`src/rtl/core/bb3_pkg.sv`:
```
// ----------------------------------------------------------------------------
// bb3_pkg
// Shared types, constants and divider helpers of the 3x3 box blur core.
// ----------------------------------------------------------------------------
package bb3_pkg;

	localparam int DEF_MAX_WIDTH  = 1024;
	localparam int DEF_MAX_HEIGHT = 4096;

	localparam int CHAN_W       = 8;
	localparam int PIX_W        = 3 * CHAN_W;
	localparam int WIDTH_REG_W  = 11;
	localparam int HEIGHT_REG_W = 13;
	localparam int CFG_DATA_W   = 13;

	localparam logic [WIDTH_REG_W-1:0]  RST_FRAME_WIDTH  = 11'd640;
	localparam logic [HEIGHT_REG_W-1:0] RST_FRAME_HEIGHT = 13'd480;

	// sum of up to nine channel values, doubled sum plus count, halved
	localparam int SUM_W       = 12;
	localparam int X_W         = 13;
	localparam int Y_W         = 12;
	localparam int N_W         = 4;
	localparam int RECIP_W     = 20;
	localparam int RECIP_SHIFT = 19;
	localparam int PROD_W      = Y_W + RECIP_W;
	localparam int Q_W         = PROD_W - RECIP_SHIFT;

	localparam logic [RECIP_W-1:0] RECIP_ONE   = 20'd524288;
	localparam logic [RECIP_W-1:0] RECIP_THIRD = 20'd174763;
	localparam logic [RECIP_W-1:0] RECIP_NINTH = 20'd58255;

	localparam logic [CHAN_W-1:0] CHAN_MAX = 8'hFF;

	typedef enum logic {
		CFG_FRAME_WIDTH  = 1'b0,
		CFG_FRAME_HEIGHT = 1'b1
	} cfg_idx_t;

	typedef logic [CHAN_W-1:0] chan_t;
	typedef logic [PIX_W-1:0]  pixel_t;

	typedef struct packed {
		logic top_ok;
		logic bottom_ok;
		logic left_ok;
		logic right_ok;
		logic last;
	} border_t;

	typedef struct packed {
		logic    take;
		logic    flush;
		logic    upd;
		logic    sum;
		logic    load_out;
		border_t border;
	} bb3_cmd_t;

	typedef struct packed {
		logic out_free;
	} bb3_status_t;

	// divide by 2n as a shift by the power of two in 2n, then by 1, 3 or 9
	function automatic logic [1:0] div_shift(logic [N_W-1:0] n);
		case (n)
			4'd2, 4'd6: return 2'd2;
			4'd4:       return 2'd3;
			default:    return 2'd1;
		endcase
	endfunction

	function automatic logic [RECIP_W-1:0] div_recip(logic [N_W-1:0] n);
		case (n)
			4'd3, 4'd6: return RECIP_THIRD;
			4'd9:       return RECIP_NINTH;
			default:    return RECIP_ONE;
		endcase
	endfunction

endpackage

```
`src/rtl/core/bb3_ctrl.sv`:
```
// ----------------------------------------------------------------------------
// bb3_ctrl
// Sequencer: frame registers, raster counters, border flags and step control.
// ----------------------------------------------------------------------------
module bb3_ctrl #(
	parameter int MAX_WIDTH  = bb3_pkg::DEF_MAX_WIDTH,
	parameter int MAX_HEIGHT = bb3_pkg::DEF_MAX_HEIGHT,
	parameter int AW         = (MAX_WIDTH > 1) ? $clog2(MAX_WIDTH) : 1
) (
	input  logic                            clk,
	input  logic                            arst_n,
	input  logic                            in_valid,
	input  logic                            in_mode,
	output logic                            in_ready,
	input  logic                            cfg_wr_en,
	input  bb3_pkg::cfg_idx_t               cfg_index,
	input  logic [bb3_pkg::CFG_DATA_W-1:0]  cfg_wr_data,
	input  bb3_pkg::bb3_status_t            status,
	output bb3_pkg::bb3_cmd_t               cmd,
	output logic [AW-1:0]                   addr
);
	import bb3_pkg::*;

	localparam int WW = $clog2(MAX_WIDTH + 1);
	localparam int RW = $clog2(MAX_HEIGHT + 2);

	typedef enum logic [1:0] {
		S_IDLE,
		S_UPD,
		S_SUM,
		S_DIV
	} state_t;

	function automatic logic [WW-1:0] clamp_width(logic [WIDTH_REG_W-1:0] raw);
		if (raw == '0) return WW'(1);
		if (32'(raw) > 32'(MAX_WIDTH)) return WW'(MAX_WIDTH);
		return WW'(raw);
	endfunction

	function automatic logic [RW-1:0] clamp_height(logic [HEIGHT_REG_W-1:0] raw);
		if (raw == '0) return RW'(1);
		if (32'(raw) > 32'(MAX_HEIGHT)) return RW'(MAX_HEIGHT);
		return RW'(raw);
	endfunction

	state_t        state_q;
	logic [WW-1:0] width_q;
	logic [RW-1:0] height_q;
	logic [WW-1:0] col_q;
	logic [RW-1:0] row_q;
	logic [AW-1:0] addr_q;
	logic          emit_q;
	border_t       border_q;

	logic          in_frame;
	logic          take;
	logic          emit;
	logic          wrap;
	logic          col_zero;
	logic [WW-1:0] col_inc;
	logic [RW-1:0] row_inc;
	logic [RW-1:0] ctr_row;
	logic [WW-1:0] ctr_col;
	logic [RW-1:0] hm1;
	logic [WW-1:0] wm1;
	border_t       border_c;

	always_comb begin
		in_frame = row_q < height_q;
		in_ready = state_q == S_IDLE;
		// a drain beat before the frame is complete is accepted and dropped, not taken
		take     = in_valid && in_ready && !(in_frame && in_mode);
		col_zero = col_q == '0;
		col_inc  = col_q + WW'(1);
		row_inc  = row_q + RW'(1);
		wrap     = col_inc >= width_q;
		emit     = (row_q >= RW'(2)) || (row_q == RW'(1) && !col_zero);
		hm1      = height_q - RW'(1);
		wm1      = width_q - WW'(1);
		// centre of the result: end of the row before last on a new row
		ctr_row  = col_zero ? row_q - RW'(2) : row_q - RW'(1);
		ctr_col  = col_zero ? wm1 : col_q - WW'(1);
		border_c.top_ok    = ctr_row != '0;
		border_c.bottom_ok = ctr_row < hm1;
		border_c.left_ok   = ctr_col != '0;
		border_c.right_ok  = ctr_col < wm1;
		border_c.last      = (ctr_row == hm1) && (ctr_col == wm1);
	end

	always_comb begin
		cmd.take     = take;
		cmd.flush    = !in_frame;
		cmd.upd      = state_q == S_UPD;
		cmd.sum      = state_q == S_SUM;
		cmd.load_out = (state_q == S_DIV) && status.out_free;
		cmd.border   = border_q;
		addr         = (state_q == S_IDLE) ? col_q[AW-1:0] : addr_q;
	end

	always_ff @(posedge clk or negedge arst_n) begin
		if (!arst_n) begin
			state_q  <= S_IDLE;
			width_q  <= clamp_width(RST_FRAME_WIDTH);
			height_q <= clamp_height(RST_FRAME_HEIGHT);
			col_q    <= '0;
			row_q    <= '0;
			addr_q   <= '0;
			emit_q   <= 1'b0;
			border_q <= '0;
		end else begin
			case (state_q)
				S_IDLE: begin
					if (take) begin
						addr_q   <= col_q[AW-1:0];
						emit_q   <= emit;
						border_q <= border_c;
						state_q  <= S_UPD;
					end
				end
				S_UPD: begin
					state_q <= emit_q ? S_SUM : S_IDLE;
				end
				S_SUM: begin
					state_q <= S_DIV;
				end
				S_DIV: begin
					if (status.out_free) begin
						state_q <= S_IDLE;
					end
				end
				default: begin
					state_q <= S_IDLE;
				end
			endcase

			// any register write restarts the frame
			if (cfg_wr_en) begin
				case (cfg_index)
					CFG_FRAME_WIDTH:  width_q  <= clamp_width(cfg_wr_data[WIDTH_REG_W-1:0]);
					CFG_FRAME_HEIGHT: height_q <= clamp_height(cfg_wr_data[HEIGHT_REG_W-1:0]);
					default: ;
				endcase
				col_q <= '0;
				row_q <= '0;
			end else if (take) begin
				if (emit && border_c.last) begin
					col_q <= '0;
					row_q <= '0;
				end else if (wrap) begin
					col_q <= '0;
					row_q <= row_inc;
				end else begin
					col_q <= col_inc;
				end
			end
		end
	end

	a_col_range: assert property (@(posedge clk) disable iff (!arst_n)
		col_q < width_q)
		else $error("column counter beyond frame width");

	a_row_range: assert property (@(posedge clk) disable iff (!arst_n)
		row_q <= height_q + RW'(1))
		else $error("row counter ran past the flush rows");

	a_last_restarts: assert property (@(posedge clk) disable iff (!arst_n)
		(take && emit && border_c.last && !cfg_wr_en) |=> (col_q == '0 && row_q == '0))
		else $error("frame end did not restart the raster counters");

	a_result_needs_emit: assert property (@(posedge clk) disable iff (!arst_n)
		cmd.load_out |-> emit_q)
		else $error("result loaded for a beat that gives none");

endmodule

```
`config.mk`:
```
export PLATFORM = sky130hd
export DESIGN_NAME = bb3_ctrl
export DESIGN_NICKNAME = d
export VERILOG_FILES = /design/src/rtl/core/bb3_pkg.sv /design/src/rtl/core/bb3_ctrl.sv
export SDC_FILE = /design/constraint.sdc
export NUM_CORES = 1
export LEC_CHECK = 0
export ABC_AREA = 1
export BUFFER_PORTS_ARGS = -buffer_cell sky130_fd_sc_hd__buf_2
export CAP_MARGIN = 20
export CORE_UTILIZATION = 45
export CTS_CLUSTER_DIAMETER = 100
export DETAILED_ROUTE_END_ITERATION = 12
export PLACE_DENSITY = 0.66
export SYNTH_ARGS = -nofsm -noshare
export SYNTH_HDL_FRONTEND = slang
export SYNTH_SLANG_ARGS = --single-unit
```
`constraint.sdc`:
```
create_clock -name clk -period 2.9 [get_ports clk]
set_input_delay 0.29 -clock clk [delete_from_list [all_inputs] [get_ports clk]]
set_output_delay 0.29 -clock clk [all_outputs]
set_load 0.02 [all_outputs]
```
# ---- Yosys cells after proc, flatten, opt, wreduce, memory -nomap -nowiden
# Cells that the tools add are included.
dict set report totals {
  reg_bits 66
  latch_bits 0
  ram_bits 0
  mem_bits_ro 0
  input_bits 20
  elab_cells 96
  memories 0
}
dict set report op_classes {
  add_sub_neg 7
  mul 0
  n_div 0
  n_lt_le_gt_ge 7
  eq_ne 8
  shift 0
  mux 37
  n_bitwise 1
  reduce_logical 24
}
# cell n
set ops {}
lappend ops {{13-bit 2-to-1 mux} 9}
lappend ops {{11-bit 2-to-1 mux} 9}
lappend ops {{13-bit less-than comparator} 2}
lappend ops {{13-bit by 1-bit subtractor with 13-bit output, second input constant} 2}
lappend ops {{11-bit logical NOT} 2}
lappend ops {{11-bit by 1-bit subtractor with 11-bit output, second input constant} 2}
lappend ops {{1-bit 2-to-1 mux} 14}
lappend ops {{13-bit by 1-bit adder with 13-bit output, second input constant} 1}
lappend ops {{13-bit by 1-bit equality test with 1-bit output, second input constant} 1}
lappend ops {{13-bit equality test} 1}
lappend ops {{13-bit by 2-bit >= comparator with 1-bit output, second input constant} 1}
lappend ops {{13-bit > comparator, second input constant} 1}
lappend ops {{13-bit logical NOT} 1}
lappend ops {{13-bit nonzero test} 1}
lappend ops {{13-bit by 2-bit subtractor with 13-bit output, second input constant} 1}
lappend ops {{11-bit by 1-bit adder with 11-bit output, second input constant} 1}
lappend ops {{11-bit equality test} 1}
lappend ops {{11-bit >= comparator} 1}
lappend ops {{11-bit > comparator, second input constant} 1}
lappend ops {{11-bit less-than comparator} 1}
lappend ops {{11-bit nonzero test} 1}
lappend ops {{10-bit 2-to-1 mux} 1}
lappend ops {{2-bit AND reduction} 5}
lappend ops {{2-bit case mux with 4 select lines} 1}
lappend ops {{other kinds (12)} 23}

# ---- Longest topological paths before layout
dict set report logic_depth {
  depth_word 9
  mapped_depth 21
  depth_no_buf 20
}

# ---- Worst setup path before layout
# No wires, ideal clock.
dict set report synth_timing {
  kind {register -> register}
  start {register col_q[0]}
  end {register row_q[12]}
  arrival_ns 2.812
  t_required_ns 2.782
  slack_ns -0.030
  path_stages_with_launch 21
  n_path_buf 1
  synth_period_minus_slack_ns 2.930
  path_cell_list {dfrtp_1 > inv_1 > ha_1 > nand2_1 > nor2_2 > nand2_2 > nand2_1 > nand3_1 > xor2_1 > inv_1 > ha_1 > nand2_1 > inv_1 > nand4_1 > nor3_1 > nand2_4 > nand2_4 > nand2_4 > buf_6 > nand2_1 > o21ai_2}
}
dict set report synth_between {
  elab_chain_len 8
  elab_cells_between_ends 18
}
# item line
set synth_lines {}
lappend synth_lines {{start: declaration} bb3_ctrl.sv:49} ;# logic [WW-1:0] col_q;
lappend synth_lines {{start signal: assignment} bb3_ctrl.sv:153} ;# col_q <= col_inc;
lappend synth_lines {{branches (longest 8 deep; another with 11-bit by 1-bit adder with 11-bit output)} -}
lappend synth_lines {{end signal: assignment} bb3_ctrl.sv:151} ;# row_q <= row_inc;
lappend synth_lines {{end: declaration} bb3_ctrl.sv:50} ;# logic [RW-1:0] row_q;
# Several ways; the timed one is not identified. The select of a mux whose other input is x is not followed.
# A chain may end at the register's enable or synchronous reset.

# ---- Final worst setup path
dict set report layout_timing {
  start {register col_q[0]}
  end {register col_q[4]}
}
dict set report layout_between {
  elab_chain_len 8
  elab_cells_between_ends 17
}
# item line
set layout_lines {}
lappend layout_lines {{branches (longest 5 deep; another with 11-bit by 1-bit adder with 11-bit output)} -}
lappend layout_lines {{11-bit 2-to-1 mux (*)} bb3_ctrl.sv:146} ;# if (emit && border_c.last) begin
lappend layout_lines {{11-bit 2-to-1 mux (*)} bb3_ctrl.sv:145} ;# end else if (take) begin
lappend layout_lines {{11-bit 2-to-1 mux (*)} bb3_ctrl.sv:137} ;# if (cfg_wr_en) begin
# Every way passes the cells marked *. The select of a mux whose other input is x is not followed.

==> impl_metrics.py <==
metrics = {
    "die": {
        "rows": 41,
        "dieArea_sq_um": 13540,
        "ios": 41,
        "die_w_um": 116.3,
        "die_h_um": 116.3,
        "start_util_pct": 46.43,
        "core_area_sq_um": 12670,
    },
    "synth": {
        "synth_top_area_cell": "dfrtp_1",
        "netlist_area_sq_um": 5883,
        "synth_top_family_by_area": "simple AND/OR/NAND/NOR gates",
        "synth.most_common_cell": "nand2_1",
        "yosys_warnings": 0,
        "synth_compound_area_share_pct": 10.38,
        "synthTopCellsByArea": "dfrtp_1, nand2_1, ha_1",
        "synthSimpleGateAreaFrac_pct": 32.56,
        "synth_area_per_cell_sq_um": 6.873,
        "yosysTopAreaCellShare_pct": 25.52,
        "synthAdderAreaFrac_pct": 12.12,
        "ys_async_sr_fraction_pct": 100.0,
        "synth_mux_area_share_pct": 0,
        "yosysUniqueCellTypes": 39,
        "syn_nets": 933,
        "yosysSeqAreaShare_pct": 28.20,
        "synth-main-ff-cell": "dfrtp_1",
        "synthXorXnorAreaFrac_pct": 6.104,
        "synthCells": 856,
        "synth_top_cells_by_count": "nand2_1, inv_1, nor2_1",
        "ys_ff_latch": 66,
        "synth_edf_count": 0,
    },
    "grt": {
        "grt_max_degree": 36,
        "grt_antenna_before_repair": 0,
        "grt_pass1_vias": 5356,
        "grt_usage_pct": 25.78,
        "grt_overflow_total": 0,
        "grt_first_pass_wirelength_mm": 26.42,
    },
    "timing": {
        "setup_violations": 11,
        "worst_pin_slew_ns": 0.7820,
        "finalHoldViolCount": 0,
        "worst_slack_ns": -0.05388,
        "fmax_ghz": 0.3385,
        "slew_violations": 0,
        "rsz0062_at_grt": "true",
        "finClkSkew_ns": 0.01115,
        "finalCritPeriodShare_pct": 101.9,
        "slew_headroom_pct": 47.87,
        "fin_hold_ws_ns": 0.01710,
        "min_period_ns": 2.954,
    },
    "routing": {
        "vias": 5973,
        "drt_iter0_markers": 303,
        "viasPerCell": 5.092,
        "routed_wl_mm": 16.80,
        "drc": 0,
        "drt-wirelength-per-cell_um": 14.32,
        "first_pass_iters": 7,
        "ant_nets": 0,
    },
    "pwr": {
        "p_int_mw": 3.334,
        "power_density_nw_per_um2": 763.8,
        "p_leak_nw": 4.097,
        "swShare_pct": 42.79,
        "seqPwrFrac_pct": 19.5,
        "power_switching_mw": 2.494,
        "clkPwrFrac_pct": 18.5,
        "comb_power_share_pct": 62.0,
        "peakVddDrop_mv": 0.4356,
    },
    "cts": {
        "cts_hold_buf": 0,
        "cts-htree-levels": 3,
        "clkLatencyLatePin_ns": 0.36,
        "cts_tree": "done",
        "cts_sinks": 66,
        "cts_buffers": 9,
        "cts.clk_slew.worst_paths_ns": 0.05,
        "clock_path_buffers": 2,
        "root_buffer": "clkbuf_16",
    },
    "worst_hold_path": {
        "min_path_type": "in2async",
    },
    "worst_setup_path": {
        "required_ns": 3.19,
        "crit_top_cell": "nor2_4",
        "path_max_fanout": 4,
        "critPathKind": "reg2reg",
        "cp_slowest_stage_delay_ns": 0.37,
        "critPathArrivalTime_ns": 3.24,
        "end_kind": "flop",
        "path_cells": "buf_6 > ha_4 > nand2_4 > nor2_4 > nand4_1 > nor3_2 > xor2_1 > inv_1 > ha_4 > a21oi_2 > o21a_1 > nand4_1 > nor2_4 > nand2_8 > nor2_4 > buf_6 > nand2_2 > nand2_1",
        "start_kind": "flop",
        "slowest_stage": "dfrtp_1",
    },
    "finish": {
        "antenna_cells": 0,
        "drive_gt1_share_pct": 26.27,
        "stdcell_count": 1173,
        "postLayoutCellArea_sq_um": 7630,
        "layout.nets": 1073,
        "fin_util_pct": 60.22,
        "syn_to_final_growth_pct": 29.69,
    },
    "placed_design": {
        "place_inst": 1143,
        "dp_hpwl_mm": 12.87,
        "placed_cell_area_sq_um": 6919,
        "post-place-ws_ns": -0.2623,
        "numPortBuffers": 40,
        "gp_congestion": 0.8884,
    },
    "run_status": {
        "status": "complete, but fails checks",
        "violations": "setup timing",
    },
    "job": {
        "drv_cap": 0,
    },
}
per-layer routing:
metal	vias up	routed length [um]	global-route usage [%]
met5	-	0	0
met4	0	264	9.060
met3	20	869	3.166
met2	162	7374	39.21
met1	2759	8291	37.50
li1	3032	-	-
power groups by stage:
stage	clock, mW	sequential, mW	combinational [mW]
floorplan	0	1.16	2.01
global placement	0	1.14	3.32
detailed placement	0	1.14	3.34
CTS	1.09	1.13	3.40
global route	1.12	1.15	4.07
finish	1.08	1.14	3.61
cell type report:
cell class | instances | area, sq um
Tap cell | 172 | 215.2
Clock inverter | 3 | 40.04
Clock buffer | 13 | 240.2
Timing Repair Buffer | 156 | 1132
Sequential cell | 66 | 1660
Multi-Input combinational cell | 645 | 3895
Inverter | 118 | 446.7
Fill cell | 1178 | 5041
critical path: cells and delay by family (launching register included):
kind                     cells  cell delay, ns
AND/OR/NAND/NOR             10            1.25
adder cells (fa/ha/maj)      2            0.39
AO/OA/AOI/OAI                2            0.24
XOR/XNOR                     1            0.23
buffers and inverters        3            0.41
flip-flops                   1            0.37
per-stage QoR:
stage	setup TNS [ns]	power, mW
after detailed placement	-5.658	4.481
after CTS	0	5.610
after floorplan	0	3.169
after global placement	-5.975	4.459
after global routing	-2.994	6.342
final	-0.2339	5.828
layout by cell type (no fill, tap or decap), types with 10 or more instances in the layout:
cell,synthesis,layout
nor2_1,77,67
clkbuf_16,0,10
nand3_1,47,40
nand2_2,4,20
o21ai_0,38,36
xor2_1,37,35
dfrtp_1,60,59
nor2_2,7,12
nand2_1,257,238
o22ai_1,20,20
ha_1,57,53
buf_4,1,108
buf_2,11,40
a21oi_1,22,21
nand4_1,15,15
inv_1,115,112
timing repair:
action / CTS / global route
endpoints found under the setup margin: 24 / 27
resized for setup: 16 / 61
pin swaps: 7 / 27
cloned: 0 / 2
setup buffers: 3 / 9
path summary, 6_finish.rpt:
| kind | from | end | slack (ns) | cells past startpoint |
|---|---|---|---|---|
| worst max-delay path | col_q[0] | col_q[4] | -0.05 | 18 |
| worst min-delay path | arst_n | row_q[4] | 0.02 | 1 |
| worst max register to register | col_q[0] | col_q[4] | -0.05 | 18 |
| worst min register to register | addr_q[6] | addr_q[6] | 0.48 | 2 |
| max in group asynchronous | arst_n | height_q[7] | 2.18 | 2 |
| min in group clk | cfg_wr_data[5] | height_q[5] | 0.22 | 3 |
cells by family after synthesis:
logic type	after synthesis
buf+inv	146
compound gates	104
fa+ha+maj	57
simple gates	442
flops	66
xor+xnor	41
registers in the layout, indices dropped and copies added, names as in the netlist, named ones only:
register / cells
emit_q: 1
cmd: 5
row_q: 13
width_q: 11
height_q: 13
state_q: 1
addr_q: 10
col_q: 11
(Power assumes the default switching activity.)
